==> src/rtl/tsc_pkg.sv <==
`timescale 1ns / 1ps
// Shared types and constants for the touch sample calibrator.
// Depends on nothing; every other file refers to it by scoped names.
package tsc_pkg;

  localparam int ADC_BITS_DEF = 12;
  localparam int REG_W        = 12;
  localparam int BYTE_W       = 8;
  localparam int IDX_W        = 3;
  localparam int KIND_W       = 2;
  localparam int PROD_W       = 2 * REG_W;
  localparam int DIV_STEPS    = PROD_W;

  localparam logic [REG_W-1:0] LEFT_RST   = 12'd432;
  localparam logic [REG_W-1:0] RIGHT_RST  = 12'd3644;
  localparam logic [REG_W-1:0] TOP_RST    = 12'd447;
  localparam logic [REG_W-1:0] BOTTOM_RST = 12'd3455;
  localparam logic [REG_W-1:0] WIDTH_RST  = 12'd320;
  localparam logic [REG_W-1:0] HEIGHT_RST = 12'd240;

  typedef enum logic [IDX_W-1:0] {
    REG_LEFT   = 3'd0,
    REG_RIGHT  = 3'd1,
    REG_TOP    = 3'd2,
    REG_BOTTOM = 3'd3,
    REG_WIDTH  = 3'd4,
    REG_HEIGHT = 3'd5
  } reg_idx_t;

  typedef enum logic [KIND_W-1:0] {
    EV_COORD = 2'd0,
    EV_START = 2'd1,
    EV_END   = 2'd2
  } ev_kind_t;

  typedef enum logic [2:0] {
    S_IDLE,
    S_EVAL,
    S_START,
    S_LAUNCH,
    S_DIV,
    S_COORD,
    S_END
  } state_t;

  typedef struct packed {
    logic capture;
    logic mul_load;
    logic div_start;
    logic load_start;
    logic load_end;
    logic load_coord;
  } cmd_t;

  typedef struct packed {
    logic no_touch;
    logic in_range;
    logic div_busy;
    logic slot_free;
  } status_t;

endpackage

==> src/rtl/tsc_if.sv <==
`timescale 1ns / 1ps
// Valid/ready channel interfaces: sample input, result output, register writes.
// Depends on tsc_pkg for field widths.
interface tsc_in_if;
  logic                        valid;
  logic                        ready;
  logic [tsc_pkg::BYTE_W-1:0]  x_high_byte;
  logic [tsc_pkg::BYTE_W-1:0]  x_low_byte;
  logic [tsc_pkg::BYTE_W-1:0]  y_high_byte;
  logic [tsc_pkg::BYTE_W-1:0]  y_low_byte;
  modport source (output valid, x_high_byte, x_low_byte, y_high_byte, y_low_byte,
                  input ready);
  modport sink   (input valid, x_high_byte, x_low_byte, y_high_byte, y_low_byte,
                  output ready);
endinterface

interface tsc_out_if;
  logic                        valid;
  logic                        ready;
  logic [tsc_pkg::KIND_W-1:0]  event_kind;
  logic [tsc_pkg::REG_W-1:0]   screen_x;
  logic [tsc_pkg::REG_W-1:0]   screen_y;
  logic                        last;
  modport source (output valid, event_kind, screen_x, screen_y, last, input ready);
  modport sink   (input valid, event_kind, screen_x, screen_y, last, output ready);
endinterface

interface tsc_cfg_if;
  logic                        valid;
  logic                        ready;
  logic [tsc_pkg::IDX_W-1:0]   index;
  logic [tsc_pkg::REG_W-1:0]   data;
  modport source (output valid, index, data, input ready);
  modport sink   (input valid, index, data, output ready);
endinterface

==> src/rtl/tsc_div.sv <==
`timescale 1ns / 1ps
// Restoring divider, one quotient bit per cycle, for the coordinate scaling.
// Depends on tsc_pkg for widths and step count.
module tsc_div (
  input  logic                          clk,
  input  logic                          rst_n,
  input  logic                          start,
  input  logic [tsc_pkg::PROD_W-1:0]    dividend,
  input  logic [tsc_pkg::REG_W-1:0]     divisor,
  output logic                          busy,
  output logic [tsc_pkg::REG_W-1:0]     quotient
);

  localparam int CNT_W = $clog2(tsc_pkg::DIV_STEPS + 1);

  logic                        busy_r, busy_nxt;
  logic [CNT_W-1:0]            cnt_r, cnt_nxt;
  logic [tsc_pkg::REG_W-1:0]   rem_r, rem_nxt;
  logic [tsc_pkg::PROD_W-1:0]  quo_r, quo_nxt;
  logic [tsc_pkg::REG_W-1:0]   dvs_r, dvs_nxt;
  logic [tsc_pkg::REG_W:0]     trial;
  logic                        fits;

  assign trial = {rem_r, quo_r[tsc_pkg::PROD_W-1]};
  assign fits  = (trial >= {1'b0, dvs_r});

  always_comb begin
    busy_nxt = busy_r;
    cnt_nxt  = cnt_r;
    rem_nxt  = rem_r;
    quo_nxt  = quo_r;
    dvs_nxt  = dvs_r;
    if (start) begin
      busy_nxt = 1'b1;
      cnt_nxt  = CNT_W'(tsc_pkg::DIV_STEPS);
      rem_nxt  = '0;
      quo_nxt  = dividend;
      dvs_nxt  = divisor;
    end else if (busy_r) begin
      // shift in one dividend bit, subtract when the divisor fits
      rem_nxt = fits ? tsc_pkg::REG_W'(trial - {1'b0, dvs_r})
                     : tsc_pkg::REG_W'(trial);
      quo_nxt = {quo_r[tsc_pkg::PROD_W-2:0], fits};
      cnt_nxt = cnt_r - CNT_W'(1);
      if (cnt_r == CNT_W'(1)) begin
        busy_nxt = 1'b0;
      end
    end
  end

  always_ff @(posedge clk) begin
    if (!rst_n) begin
      busy_r <= 1'b0;
      cnt_r  <= '0;
    end else begin
      busy_r <= busy_nxt;
      cnt_r  <= cnt_nxt;
    end
  end

  always_ff @(posedge clk) begin
    rem_r <= rem_nxt;
    quo_r <= quo_nxt;
    dvs_r <= dvs_nxt;
  end

  assign busy     = busy_r;
  assign quotient = quo_r[tsc_pkg::REG_W-1:0];

endmodule

==> src/rtl/tsc_dp.sv <==
`timescale 1ns / 1ps
// Datapath: calibration registers, sample unpack, edge checks, scaling, result register.
// Depends on tsc_pkg and tsc_div.
module tsc_dp #(
  parameter int ADC_BITS = tsc_pkg::ADC_BITS_DEF
) (
  input  logic                          clk,
  input  logic                          rst_n,
  input  tsc_pkg::cmd_t                 cmd,
  output tsc_pkg::status_t              status,
  input  logic [tsc_pkg::BYTE_W-1:0]    x_high_byte,
  input  logic [tsc_pkg::BYTE_W-1:0]    x_low_byte,
  input  logic [tsc_pkg::BYTE_W-1:0]    y_high_byte,
  input  logic [tsc_pkg::BYTE_W-1:0]    y_low_byte,
  input  logic                          cfg_we,
  input  logic [tsc_pkg::IDX_W-1:0]     cfg_index,
  input  logic [tsc_pkg::REG_W-1:0]     cfg_data,
  output logic                          res_valid,
  input  logic                          res_ready,
  output logic [tsc_pkg::KIND_W-1:0]    res_kind,
  output logic [tsc_pkg::REG_W-1:0]     res_x,
  output logic [tsc_pkg::REG_W-1:0]     res_y,
  output logic                          res_last
);

  localparam int WORD_W = 2 * tsc_pkg::BYTE_W;
  localparam int RAW_W  = (ADC_BITS >= 15) ? WORD_W : ADC_BITS + 1;
  localparam int CMP_W  = (RAW_W > tsc_pkg::REG_W) ? RAW_W : tsc_pkg::REG_W;
  localparam logic [RAW_W-1:0] NO_TOUCH = RAW_W'((32'd1 << ADC_BITS) - 32'd1);

  logic [tsc_pkg::REG_W-1:0] left_r, right_r, top_r, bottom_r, width_r, height_r;
  logic [RAW_W-1:0]          raw_x_r, raw_y_r;
  logic [WORD_W-1:0]         word_x, word_y;
  logic [CMP_W-1:0]          x_c, y_c, left_c, right_c, top_c, bottom_c;
  logic [tsc_pkg::REG_W-1:0] diff_x, diff_y, span_x, span_y;
  logic [tsc_pkg::PROD_W-1:0] prod_x_r, prod_y_r;
  logic [tsc_pkg::REG_W-1:0] span_x_r, span_y_r;
  logic                      zspan_x_r, zspan_y_r;
  logic                      busy_x, busy_y;
  logic [tsc_pkg::REG_W-1:0] quo_x, quo_y;
  logic                      valid_r;
  tsc_pkg::ev_kind_t         kind_r;
  logic [tsc_pkg::REG_W-1:0] sx_r, sy_r;
  logic                      last_r;

  // calibration registers
  always_ff @(posedge clk) begin
    if (!rst_n) begin
      left_r   <= tsc_pkg::LEFT_RST;
      right_r  <= tsc_pkg::RIGHT_RST;
      top_r    <= tsc_pkg::TOP_RST;
      bottom_r <= tsc_pkg::BOTTOM_RST;
      width_r  <= tsc_pkg::WIDTH_RST;
      height_r <= tsc_pkg::HEIGHT_RST;
    end else if (cfg_we) begin
      unique case (tsc_pkg::reg_idx_t'(cfg_index))
        tsc_pkg::REG_LEFT:   left_r   <= cfg_data;
        tsc_pkg::REG_RIGHT:  right_r  <= cfg_data;
        tsc_pkg::REG_TOP:    top_r    <= cfg_data;
        tsc_pkg::REG_BOTTOM: bottom_r <= cfg_data;
        tsc_pkg::REG_WIDTH:  width_r  <= cfg_data;
        tsc_pkg::REG_HEIGHT: height_r <= cfg_data;
        default: ;
      endcase
    end
  end

  // unpack: keep the top RAW_W bits of the 16-bit reply word
  assign word_x = {x_high_byte, x_low_byte};
  assign word_y = {y_high_byte, y_low_byte};

  always_ff @(posedge clk) begin
    if (cmd.capture) begin
      raw_x_r <= word_x[WORD_W-1:WORD_W-RAW_W];
      raw_y_r <= word_y[WORD_W-1:WORD_W-RAW_W];
    end
  end

  assign x_c      = CMP_W'(raw_x_r);
  assign y_c      = CMP_W'(raw_y_r);
  assign left_c   = CMP_W'(left_r);
  assign right_c  = CMP_W'(right_r);
  assign top_c    = CMP_W'(top_r);
  assign bottom_c = CMP_W'(bottom_r);

  assign status.no_touch = (raw_x_r == NO_TOUCH) && (raw_y_r == '0);
  assign status.in_range = !((x_c < left_c) || (x_c > right_c) ||
                             (y_c < top_c) || (y_c > bottom_c));

  // only used when in range, so the differences fit the register width
  assign diff_x = tsc_pkg::REG_W'(x_c - left_c);
  assign diff_y = tsc_pkg::REG_W'(y_c - top_c);
  assign span_x = right_r - left_r;
  assign span_y = bottom_r - top_r;

  always_ff @(posedge clk) begin
    if (cmd.mul_load) begin
      prod_x_r  <= tsc_pkg::PROD_W'(width_r) * tsc_pkg::PROD_W'(diff_x);
      prod_y_r  <= tsc_pkg::PROD_W'(height_r) * tsc_pkg::PROD_W'(diff_y);
      span_x_r  <= span_x;
      span_y_r  <= span_y;
      zspan_x_r <= (span_x == '0);
      zspan_y_r <= (span_y == '0);
    end
  end

  tsc_div u_div_x (
    .clk      (clk),
    .rst_n    (rst_n),
    .start    (cmd.div_start),
    .dividend (prod_x_r),
    .divisor  (span_x_r),
    .busy     (busy_x),
    .quotient (quo_x)
  );

  tsc_div u_div_y (
    .clk      (clk),
    .rst_n    (rst_n),
    .start    (cmd.div_start),
    .dividend (prod_y_r),
    .divisor  (span_y_r),
    .busy     (busy_y),
    .quotient (quo_y)
  );

  assign status.div_busy  = busy_x || busy_y;
  assign status.slot_free = !valid_r || res_ready;

  // result register
  always_ff @(posedge clk) begin
    if (!rst_n) begin
      valid_r <= 1'b0;
    end else if (cmd.load_start || cmd.load_end || cmd.load_coord) begin
      valid_r <= 1'b1;
    end else if (res_ready) begin
      valid_r <= 1'b0;
    end
  end

  always_ff @(posedge clk) begin
    if (cmd.load_start) begin
      kind_r <= tsc_pkg::EV_START;
      sx_r   <= '0;
      sy_r   <= '0;
      last_r <= 1'b0;
    end else if (cmd.load_end) begin
      kind_r <= tsc_pkg::EV_END;
      sx_r   <= '0;
      sy_r   <= '0;
      last_r <= 1'b1;
    end else if (cmd.load_coord) begin
      kind_r <= tsc_pkg::EV_COORD;
      sx_r   <= zspan_x_r ? '0 : quo_x;
      sy_r   <= zspan_y_r ? '0 : quo_y;
      last_r <= 1'b1;
    end
  end

  assign res_valid = valid_r;
  assign res_kind  = kind_r;
  assign res_x     = sx_r;
  assign res_y     = sy_r;
  assign res_last  = last_r;

endmodule

==> src/rtl/tsc_ctrl.sv <==
`timescale 1ns / 1ps
// Controller: sequences capture, checks, scaling and result loads; owns the pen flag.
// Depends on tsc_pkg.
module tsc_ctrl (
  input  logic              clk,
  input  logic              rst_n,
  input  logic              in_valid,
  output logic              in_ready,
  input  tsc_pkg::status_t  status,
  output tsc_pkg::cmd_t     cmd
);

  tsc_pkg::state_t state_r, state_nxt;
  logic            pen_r, pen_nxt;

  always_ff @(posedge clk) begin
    if (!rst_n) begin
      state_r <= tsc_pkg::S_IDLE;
      pen_r   <= 1'b0;
    end else begin
      state_r <= state_nxt;
      pen_r   <= pen_nxt;
    end
  end

  // next state
  always_comb begin
    state_nxt = state_r;
    unique case (state_r)
      tsc_pkg::S_IDLE: begin
        if (in_valid) state_nxt = tsc_pkg::S_EVAL;
      end
      tsc_pkg::S_EVAL: begin
        if (status.no_touch) begin
          state_nxt = pen_r ? tsc_pkg::S_END : tsc_pkg::S_IDLE;
        end else if (!status.in_range) begin
          state_nxt = tsc_pkg::S_IDLE;
        end else begin
          state_nxt = pen_r ? tsc_pkg::S_LAUNCH : tsc_pkg::S_START;
        end
      end
      tsc_pkg::S_START: begin
        if (status.slot_free) state_nxt = tsc_pkg::S_LAUNCH;
      end
      tsc_pkg::S_LAUNCH: state_nxt = tsc_pkg::S_DIV;
      tsc_pkg::S_DIV: begin
        if (!status.div_busy) state_nxt = tsc_pkg::S_COORD;
      end
      tsc_pkg::S_COORD: begin
        if (status.slot_free) state_nxt = tsc_pkg::S_IDLE;
      end
      tsc_pkg::S_END: begin
        if (status.slot_free) state_nxt = tsc_pkg::S_IDLE;
      end
      default: state_nxt = tsc_pkg::S_IDLE;
    endcase
  end

  // outputs
  always_comb begin
    cmd      = '0;
    in_ready = 1'b0;
    pen_nxt  = pen_r;
    unique case (state_r)
      tsc_pkg::S_IDLE: begin
        in_ready    = 1'b1;
        cmd.capture = in_valid;
      end
      tsc_pkg::S_EVAL:   cmd.mul_load = 1'b1;
      tsc_pkg::S_START: begin
        if (status.slot_free) begin
          cmd.load_start = 1'b1;
          pen_nxt        = 1'b1;
        end
      end
      tsc_pkg::S_LAUNCH: cmd.div_start = 1'b1;
      tsc_pkg::S_DIV:    ;
      tsc_pkg::S_COORD:  cmd.load_coord = status.slot_free;
      tsc_pkg::S_END: begin
        if (status.slot_free) begin
          cmd.load_end = 1'b1;
          pen_nxt      = 1'b0;
        end
      end
      default: ;
    endcase
  end

endmodule

==> src/rtl/touch_sample_calibrator_top.sv <==
`timescale 1ns / 1ps
// Touch sample calibrator: unpacks raw X/Y replies, tracks pen state, scales to pixels.
// Sequence: a sample beat is captured in S_IDLE and checked in S_EVAL; a pen-end beat
// is loaded in S_END, a coordinate beat in S_COORD after S_START (when the pen goes down),
// S_LAUNCH and S_DIV, where the two 24-step restoring dividers run side by side.
// Only one sample is taken at a time: the next is accepted once back in S_IDLE, and the
// block stays busy longer while the result register is stalled.
// Reset (rst_n low, synchronous): pen up, calibration registers at their defaults.
module touch_sample_calibrator_top #(
  parameter int ADC_BITS = tsc_pkg::ADC_BITS_DEF
) (
  input  logic       clk,
  input  logic       rst_n,
  tsc_in_if.sink     in_bus,
  tsc_out_if.source  out_bus,
  tsc_cfg_if.sink    cfg_bus
);

  tsc_pkg::cmd_t    cmd;
  tsc_pkg::status_t status;

  // register writes are always taken; the user must send them only while idle, unchecked
  assign cfg_bus.ready = 1'b1;

  // sequencer: takes one sample beat at a time, then walks it through the datapath
  tsc_ctrl u_ctrl (
    .clk      (clk),
    .rst_n    (rst_n),
    .in_valid (in_bus.valid),
    .in_ready (in_bus.ready),
    .status   (status),
    .cmd      (cmd)
  );

  // datapath: capture, edge checks, multiply, divide, and the output beat register
  tsc_dp #(
    .ADC_BITS (ADC_BITS)
  ) u_dp (
    .clk         (clk),
    .rst_n       (rst_n),
    .cmd         (cmd),
    .status      (status),
    .x_high_byte (in_bus.x_high_byte),
    .x_low_byte  (in_bus.x_low_byte),
    .y_high_byte (in_bus.y_high_byte),
    .y_low_byte  (in_bus.y_low_byte),
    .cfg_we      (cfg_bus.valid),
    .cfg_index   (cfg_bus.index),
    .cfg_data    (cfg_bus.data),
    .res_valid   (out_bus.valid),
    .res_ready   (out_bus.ready),
    .res_kind    (out_bus.event_kind),
    .res_x       (out_bus.screen_x),
    .res_y       (out_bus.screen_y),
    .res_last    (out_bus.last)
  );

endmodule
==> src/flat_wrapper.sv <==
// flat-port wrapper written by rule: the top's interface ports become plain ports
module touch_sample_calibrator_top_flat 
#(
  parameter int ADC_BITS = tsc_pkg::ADC_BITS_DEF
)
  (clk, rst_n, in_bus_valid, in_bus_x_high_byte, in_bus_x_low_byte, in_bus_y_high_byte, in_bus_y_low_byte, in_bus_ready, out_bus_valid, out_bus_event_kind, out_bus_screen_x, out_bus_screen_y, out_bus_last, out_bus_ready, cfg_bus_valid, cfg_bus_index, cfg_bus_data, cfg_bus_ready);
  tsc_in_if in_bus_i ();
  tsc_out_if out_bus_i ();
  tsc_cfg_if cfg_bus_i ();
  input  logic clk;
  input  logic rst_n;
  input wire logic [$bits(in_bus_i.valid)-1:0] in_bus_valid;
  input wire logic [$bits(in_bus_i.x_high_byte)-1:0] in_bus_x_high_byte;
  input wire logic [$bits(in_bus_i.x_low_byte)-1:0] in_bus_x_low_byte;
  input wire logic [$bits(in_bus_i.y_high_byte)-1:0] in_bus_y_high_byte;
  input wire logic [$bits(in_bus_i.y_low_byte)-1:0] in_bus_y_low_byte;
  output wire logic [$bits(in_bus_i.ready)-1:0] in_bus_ready;
  output wire logic [$bits(out_bus_i.valid)-1:0] out_bus_valid;
  output wire logic [$bits(out_bus_i.event_kind)-1:0] out_bus_event_kind;
  output wire logic [$bits(out_bus_i.screen_x)-1:0] out_bus_screen_x;
  output wire logic [$bits(out_bus_i.screen_y)-1:0] out_bus_screen_y;
  output wire logic [$bits(out_bus_i.last)-1:0] out_bus_last;
  input wire logic [$bits(out_bus_i.ready)-1:0] out_bus_ready;
  input wire logic [$bits(cfg_bus_i.valid)-1:0] cfg_bus_valid;
  input wire logic [$bits(cfg_bus_i.index)-1:0] cfg_bus_index;
  input wire logic [$bits(cfg_bus_i.data)-1:0] cfg_bus_data;
  output wire logic [$bits(cfg_bus_i.ready)-1:0] cfg_bus_ready;
  assign in_bus_i.valid = in_bus_valid;
  assign in_bus_i.x_high_byte = in_bus_x_high_byte;
  assign in_bus_i.x_low_byte = in_bus_x_low_byte;
  assign in_bus_i.y_high_byte = in_bus_y_high_byte;
  assign in_bus_i.y_low_byte = in_bus_y_low_byte;
  assign in_bus_ready = in_bus_i.ready;
  assign out_bus_valid = out_bus_i.valid;
  assign out_bus_event_kind = out_bus_i.event_kind;
  assign out_bus_screen_x = out_bus_i.screen_x;
  assign out_bus_screen_y = out_bus_i.screen_y;
  assign out_bus_last = out_bus_i.last;
  assign out_bus_i.ready = out_bus_ready;
  assign cfg_bus_i.valid = cfg_bus_valid;
  assign cfg_bus_i.index = cfg_bus_index;
  assign cfg_bus_i.data = cfg_bus_data;
  assign cfg_bus_ready = cfg_bus_i.ready;
  touch_sample_calibrator_top #(.ADC_BITS(ADC_BITS)) u_core (.clk(clk), .rst_n(rst_n), .in_bus(in_bus_i), .out_bus(out_bus_i), .cfg_bus(cfg_bus_i));
endmodule
==> config.mk <==
export PLATFORM = sky130hd
export DESIGN_NAME = touch_sample_calibrator_top_flat
export DESIGN_NICKNAME = d
export VERILOG_FILES = /design/src/rtl/tsc_pkg.sv /design/src/rtl/tsc_if.sv /design/src/rtl/tsc_div.sv /design/src/rtl/tsc_dp.sv /design/src/rtl/tsc_ctrl.sv /design/src/rtl/touch_sample_calibrator_top.sv /design/src/flat_wrapper.sv
export SDC_FILE = /design/constraint.sdc
export NUM_CORES = 1
export LEC_CHECK = 0
export ABC_AREA = 0
export BUFFER_PORTS_ARGS = -buffer_cell sky130_fd_sc_hd__buf_2
export CORE_MARGIN = 4
export CORE_UTILIZATION = 50
export DETAILED_ROUTE_END_ITERATION = 7
export PLACE_DENSITY = 0.66
export SLEW_MARGIN = 10
export SYNTH_ARGS = -nofsm -noshare
export SYNTH_HDL_FRONTEND = slang
export SYNTH_HIERARCHICAL = 1
export SYNTH_SLANG_ARGS = --single-unit
==> constraint.sdc <==
create_clock -name clk -period 7.4 [get_ports clk]
set_input_delay 0.37 -clock clk [delete_from_list [all_inputs] [get_ports clk]]
set_output_delay 0.37 -clock clk [all_outputs]
set_load 0.05 [all_outputs]
==> summary.txt, run 1 <==
Status
  • Status: finished clean

Yosys
  • Number of synthesized flops with an enable pin: 172
  • Dominant cell type by area after synthesis: edfxtp_1
  • Most common flop cell mapped by yosys: edfxtp_1
  • Unique masters post-synth: 86
  • Share of the yosys chip area belonging to registers: 31.51%
  • Ys async rst share: 0%
  • Yosys top cell area share: 20.42%
  • Yosys Warn Count: 6
  • Synthesized instance count: 2574
  • #FFs+latches synth: 312
  • Synth Area per Inst: 9.824 sq um
  • Mapped Nets: 3054
  • Post-Syn Area: 0.02529 sq mm
  • Synth area leaders: edfxtp_1 20%, fa_1 16%, dfxtp_1 11%

Layout
  • # diodes: 0
  • Most common cell after layout, fill and taps aside: inv_1
  • # fillers: 4448
  • Ratio of cells with drive above 1 in the final layout: 9.943%
  • Nets: 3087
  • Commonest non-fill, non-tap cells in the layout: 369 x inv_1, 305 x nand2_1, 222 x ha_1
  • Core Util, Final: 54.97%
  • Area delta synth->final: 8.832%
  • Non-filler cells, final: 3307

Worst setup path
  • Crit-path max cell delay: 0.51 ns
  • Critical Path Slowest Stage Cell: fa_1
  • CP most frequent cell: fa_1
  • Flop-to-flop setup slack: 0.37 ns
  • Crit Path Category: flop to flop
  • Critical Path RT: 7.69 ns
  • CP max FO: 12
  • Worst Path Arrival: 7.32 ns
  • Startpoint Class: flop
  • Critical Path Sink Type: flop

Power and ir drop
  • P_leak: 12.37 nW
  • Max VDD drop: 0.0002096 V
  • Power Density: 287.2 mW/mm^2

STA
  • Setup_tns: 0 ns
  • Fin. Hold Viols: 0
  • Pins Over Slew Limit: 0
  • RSZ-0062 raised after global routing: no
  • Post-layout min period: 7.029 ns
  • Hold Slack: 0.02166 ns
  • Peak Freq: 142.3 MHz
  • Final period util: 94.99%
  • Worst slew margin: 21.49%
  • Clk_skew: 0.01255 ns
  • Final setup vio count: 0
  • Worst-Margin Slew: 1.169 ns

Floorplan
  • Die Wd: 232.9 microns
  • Cell Rows: 82
  • Boundary pin count: 82
  • Die height: 232.9 microns
  • Initial Util: 50.51%
  • Die area: 0.05424 sq mm
  • Core area: 0.05007 sq mm

Global routing
  • Largest net degree at the start of global routing: 86
  • Vias in the first global route: 17920
  • GRT Overall Usage: 21.06%
  • First-pass GRT wire length: 92.24 mm
  • GRT Residual Overflow: 0
  • Initial antenna violation count: 3

Clocking
  • CTS H-tree lvls: 2
  • Deepest clock path buffer count: 3
  • Clk sinks: 312
  • Num CTS Buffers: 37
  • CTS tree: done
  • Reg clk slew, reported paths: 0.06 ns
  • Clk_lat worst skew: 0.54 ns
  • Root buf cell: clkbuf_16

Drt
  • First-pass DRT Iterations: 7
  • Drt wl/cell: 17.09 microns
  • Drt drc: 0
  • Starting DRC count in detailed routing: 948
  • Vias per inst: 5.407
  • Vias: 17880
  • DRT Wirelength: 56.51 mm
  • ANT nets after route: 0

Placement
  • Number of cells after detailed placement: 3232
  • Port bufs: 74
  • DP HPWL: 43.67 mm
  • RD Place Congestion: 0.8511

Flow run
  • Max-cap check violation count: 0

Worst hold path
  • Worst Hold Class: primary input to flop
[stage by stage]
step / power [mW] / cell area (sq um) / setup slack, ns
floorplan: 5.196 / 25290 / 0.7489
CTS: 7.949 / 27490 / 0.08188
global placement: 5.971 / 26200 / 0.2803
detailed placement: 6.068 / 26200 / 0.07796
global route: 8.584 / 27520 / 0.01535
finish: 7.904 / 27520 / 0.3705
[cells in the mapped netlist (6+ instances only)]
| library cell | n |
|---|---|
| buf_4 | 26 |
| xor2_1 | 22 |
| o31a_1 | 10 |
| a22oi_1 | 13 |
| a21boi_1 | 7 |
| and3_1 | 22 |
| a211oi_1 | 25 |
| and2_1 | 88 |
| o21bai_1 | 6 |
| a21o_1 | 28 |
| mux2_1 | 6 |
| a31oi_1 | 7 |
| or3b_2 | 6 |
| dfxtp_1 | 140 |
| a22o_1 | 13 |
| mux2i_1 | 23 |
| fa_1 | 206 |
| o211ai_1 | 43 |
| mux2_2 | 48 |
| nor3_1 | 29 |
| nand2_1 | 305 |
| xnor2_1 | 65 |
| o21ai_0 | 33 |
| o21a_1 | 24 |
| nand4_1 | 12 |
| nor3b_1 | 15 |
| nand2b_1 | 63 |
| and4_1 | 8 |
| a21boi_0 | 39 |
| nor2_1 | 102 |
| o21ai_1 | 15 |
| nand3b_1 | 6 |
| or2_2 | 10 |
| inv_1 | 369 |
| nor2b_1 | 44 |
| a21oi_1 | 62 |
| ha_1 | 222 |
| nand3_1 | 35 |
| edfxtp_1 | 172 |
| or3_1 | 9 |
| clkbuf_1 | 87 |
[worst paths after layout]
check | start | to | cells past startpoint
worst max-delay path | u_core/u_dp/raw_y_r[0]$_DFFE_PP_ | u_core/u_dp/prod_y_r[21]$_DFFE_PP_ | 27
worst min-delay path | in_bus_x_low_byte[6] | u_core/u_dp/raw_x_r[3]$_DFFE_PP_ | 1
worst max register to register | u_core/u_dp/raw_y_r[0]$_DFFE_PP_ | u_core/u_dp/prod_y_r[21]$_DFFE_PP_ | 27
worst min register to register | u_core/u_dp/span_y_r[2]$_DFFE_PP_ | u_core/u_dp/u_div_y/dvs_r[2]$_DFFE_PP_ | 0
[layer usage]
layer	track usage (%)	vias up	routed length, microns
li1	-	8653	-
met1	28.68	8748	25580
met2	34.68	398	26110
met3	4.689	79	3699
met4	4.520	4	1096
met5	0	-	25
[power by group]
part           leakage, nW  internal (mW)  total [mW]  switching [mW]
Sequential            2.73           2.17        2.28           0.114
Combinational         9.05           1.63        3.78            2.15
Clock                0.589           1.11        1.84           0.727
Total                 12.4           4.91        7.90            3.00
[area by class of cell]
type                       instances  area, sq um  area share [%]
clock inverter                    21        241.5          0.8774
tap                              672        840.8           3.055
multi-input combinational       1766        15380           55.89
timing repair buffer             119        728.2           2.646
inverter                         371         1393           5.060
clock buffer                      46        969.7           3.523
sequential                       312         7968           28.95
[cell families after synthesis]
| kind of cell | count (synthesis) | synth area share (%) |
|---|---|---|
| simple gates | 788 | 15.79 |
| buf+inv | 496 | 7.862 |
| fa+ha+maj | 428 | 27.29 |
| compound gates | 383 | 11.08 |
| flops | 312 | 31.51 |
| xor+xnor | 87 | 3.013 |
| mux | 79 | 3.434 |
| other cells | 1 | 0.01483 |
[registers in the layout, summed over array words and instances (netlist names), 3 cells and up]
| name | cells |
|---|---|
| u_core/u_dp/prod_y_r | 24 |
| u_core/u_dp/span_x_r | 12 |
| u_core/u_dp/right_r | 12 |
| u_core/u_dp/raw_y_r | 13 |
| u_core/u_dp/u_div_x/dvs_r | 12 |
| u_core/u_dp/u_div_y/dvs_r | 12 |
| u_core/u_dp/width_r | 12 |
| u_core/u_dp/res_x | 12 |
| u_core/u_ctrl/state_r | 3 |
| u_core/u_dp/res_y | 12 |
| u_core/u_dp/u_div_y/rem_r | 12 |
| u_core/u_dp/u_div_x/quo_r | 24 |
| u_core/u_dp/raw_x_r | 13 |
| u_core/u_dp/u_div_x/cnt_r | 5 |
| u_core/u_dp/top_r | 12 |
| u_core/u_dp/left_r | 12 |
| u_core/u_dp/height_r | 12 |
| u_core/u_dp/u_div_x/rem_r | 12 |
| u_core/u_dp/u_div_y/quo_r | 24 |
| u_core/u_dp/prod_x_r | 24 |
| u_core/u_dp/bottom_r | 12 |
| u_core/u_dp/u_div_y/cnt_r | 5 |
| u_core/u_dp/span_y_r | 12 |
[what timing repair did]
action	4_1_cts	5_1_grt
setup endpoints to repair	0	5
buffers inserted	0	0
hold endpoints to repair	8	0
gates resized for setup	0	3
hold buffers	8	0
[critical path, delay by kind of cell, from the launching register on]
| kind | cells | cell delay [ns] |
|---|---|---|
| and+or+nand+nor | 3 | 0.53 |
| AOI/OAI and AO/OA | 9 | 2.03 |
| DFF | 1 | 0.39 |
| xor gates and xnor gates | 1 | 0.09 |
| buffers and inverters | 6 | 0.56 |
| adders and majority gates | 8 | 3.18 |
(Power assumes the default switching activity.)
==> run 2: changes to the inputs <==
--- a/config.mk
+++ b/config.mk
@@ -8,9 +8,9 @@
 export ABC_AREA = 0
 export BUFFER_PORTS_ARGS = -buffer_cell sky130_fd_sc_hd__buf_2
 export CORE_MARGIN = 4
-export CORE_UTILIZATION = 50
+export CORE_UTILIZATION = 60
 export DETAILED_ROUTE_END_ITERATION = 7
-export PLACE_DENSITY = 0.66
+export PLACE_DENSITY = 0.77
 export SLEW_MARGIN = 10
 export SYNTH_ARGS = -nofsm -noshare
 export SYNTH_HDL_FRONTEND = slang
==> summary.txt, run 2 (synthesis gave the netlist of run 1 again) <==
Clocking
  • Reg clk slew, reported paths: 0.06 ns
  • CTS tree: done
  • Clk_lat worst skew: 0.54 ns
  • Root buf cell: clkbuf_16
  • Clk sinks: 312
  • Num CTS Buffers: 36
  • Deepest clock path buffer count: 3
  • CTS H-tree lvls: 2

Worst setup path
  • Crit-path max cell delay: 0.51 ns
  • Critical Path Slowest Stage Cell: fa_1
  • CP most frequent cell: fa_1
  • Critical Path RT: 7.68 ns
  • Stages on worst setup path: 27
  • CP max FO: 9
  • Worst reg2reg path depth: 27
  • Worst Path Arrival: 7.37 ns
  • Crit path buf inv count: 6
  • Crit Path Category: flop to flop
  • CP top delay family: adder cells
  • Startpoint Class: flop
  • Critical Path Sink Type: flop

Global routing
  • First-pass GRT wire length: 94.52 mm
  • Met2 Usage GRT: 42.31%
  • Largest net degree at the start of global routing: 87
  • Vias in the first global route: 18840
  • GRT Overall Usage: 25.72%
  • Initial antenna violation count: 3
  • GRT Residual Overflow: 0
  • Most Crowded Layer GR: met2
  • Met1 global-route usage: 35.26%
  • Grt met3 use: 4.907%

Floorplan
  • Die height: 213.3 microns
  • Boundary pin count: 82
  • Initial Util: 61.38%
  • Core area: 0.04120 sq mm
  • Die Wd: 213.3 microns
  • Cell Rows: 74
  • Die area: 0.04549 sq mm

Power and ir drop
  • P_leak: 12.37 nW
  • Max VDD drop: 0.0002868 V
  • Total Power: 7.997 mW
  • Power Density: 292.2 mW/mm^2

Drt
  • Starting DRC count in detailed routing: 1338
  • Drt drc: 0
  • Drt wl/cell: 18.18 microns
  • Vias per inst: 5.850
  • DRT Wirelength: 57.60 mm
  • Vias: 18530
  • ANT nets after route: 0
  • First-pass DRT Iterations: 6

STA
  • Final setup vio count: 0
  • Worst slew margin: 17.47%
  • Post-layout min period: 7.087 ns
  • Final period util: 95.77%
  • RSZ-0062 raised after global routing: no
  • Slack of the critical path: 0.3132 ns
  • Peak Freq: 141.1 MHz
  • Worst-Margin Slew: 1.229 ns
  • Setup_tns: 0 ns
  • Fin. Hold Viols: 0
  • Pins Over Slew Limit: 0
  • Clk_skew: 0.01224 ns

Layout
  • Reg area: 0.007968 sq mm
  • # fillers: 3161
  • Footprint of the multi-input gates: 0.01540 sq mm
  • Ratio of cells with drive above 1 in the final layout: 10.13%
  • Nets: 3088
  • Commonest non-fill, non-tap cells in the layout: 369 x inv_1, 305 x nand2_1, 222 x ha_1
  • Area delta synth->final: 8.213%
  • Core Util, Final: 66.42%
  • Most common cell after layout, fill and taps aside: inv_1

Status
  • Status: finished clean

Placement
  • RD Place Congestion: 0.9016
  • Port bufs: 74
  • Pre-CTS setup slack: 0.1427 ns
  • DP HPWL: 43.70 mm

Worst hold path
  • Hold-critical path depth: 1
  • Worst Hold Class: primary input to flop

Flow run
  • Max-cap check violation count: 0
-- run 2: changes by cell type in the layout (fill, tap and decap cells not counted), moves of 2 or more --
cell      delta
a21oi_1      -2
clkbuf_1     +2
o311ai_1     -2
clkbuf_8     +2
a21oi_2      +2
clkinv_1     -5
o311ai_2     +2
-- run 2: path summary, 6_finish.rpt --
kind | slack [ns] | from | end
worst min-delay path | 0.03 | in_bus_x_low_byte[6] | u_core/u_dp/raw_x_r[3]$_DFFE_PP_
worst min register to register | 0.41 | u_core/u_dp/span_y_r[8]$_DFFE_PP_ | u_core/u_dp/u_div_y/dvs_r[8]$_DFFE_PP_
worst max register to register | 0.31 | u_core/u_dp/raw_y_r[0]$_DFFE_PP_ | u_core/u_dp/prod_y_r[23]$_DFFE_PP_
worst max-delay path | 0.31 | u_core/u_dp/raw_y_r[0]$_DFFE_PP_ | u_core/u_dp/prod_y_r[23]$_DFFE_PP_
-- run 2: final cells by class --
type	count	share of cell area, %
multi-input combinational	1766	56.29
sequential	312	29.12
inverter	371	5.089
clock buffer	49	3.580
timing repair buffer	121	2.725
tap	532	2.432
clock inverter	16	0.7544
antenna	1	0.009145
-- run 2: metal layers --
layer / wire (microns) / up-vias / part of all wire, %
li1: - / 8663 / -
met1: 24550 / 9105 / 43
met2: 27160 / 647 / 47
met3: 4432 / 117 / 7.7
met4: 1435 / 2 / 2.5
met5: 13 / - / 0.023
-- run 2: report_power, final --
part / internal (mW) / total, mW / switching, mW
registers: 2.17 / 2.29 / 0.119
clock network: 1.08 / 1.79 / 0.717
logic: 1.65 / 3.91 / 2.26
-- run 2: metrics by stage --
step	instances	hold slack [ns]	area, sq um
after floorplan	2574	0.4003	25290
after global placement	3091	0.4005	26020
after detailed placement	3091	0.4045	26020
after CTS	3165	0.004619	27290
after global routing	3167	0.008541	27360
final	3168	0.02861	27370
-- run 2: timing repair --
action | CTS | global route
hold buffers | 9 | 0
setup endpoints to repair | 0 | 11
buffers inserted | 0 | 2
hold endpoints to repair | 9 | 0
resized for setup | 0 | 10
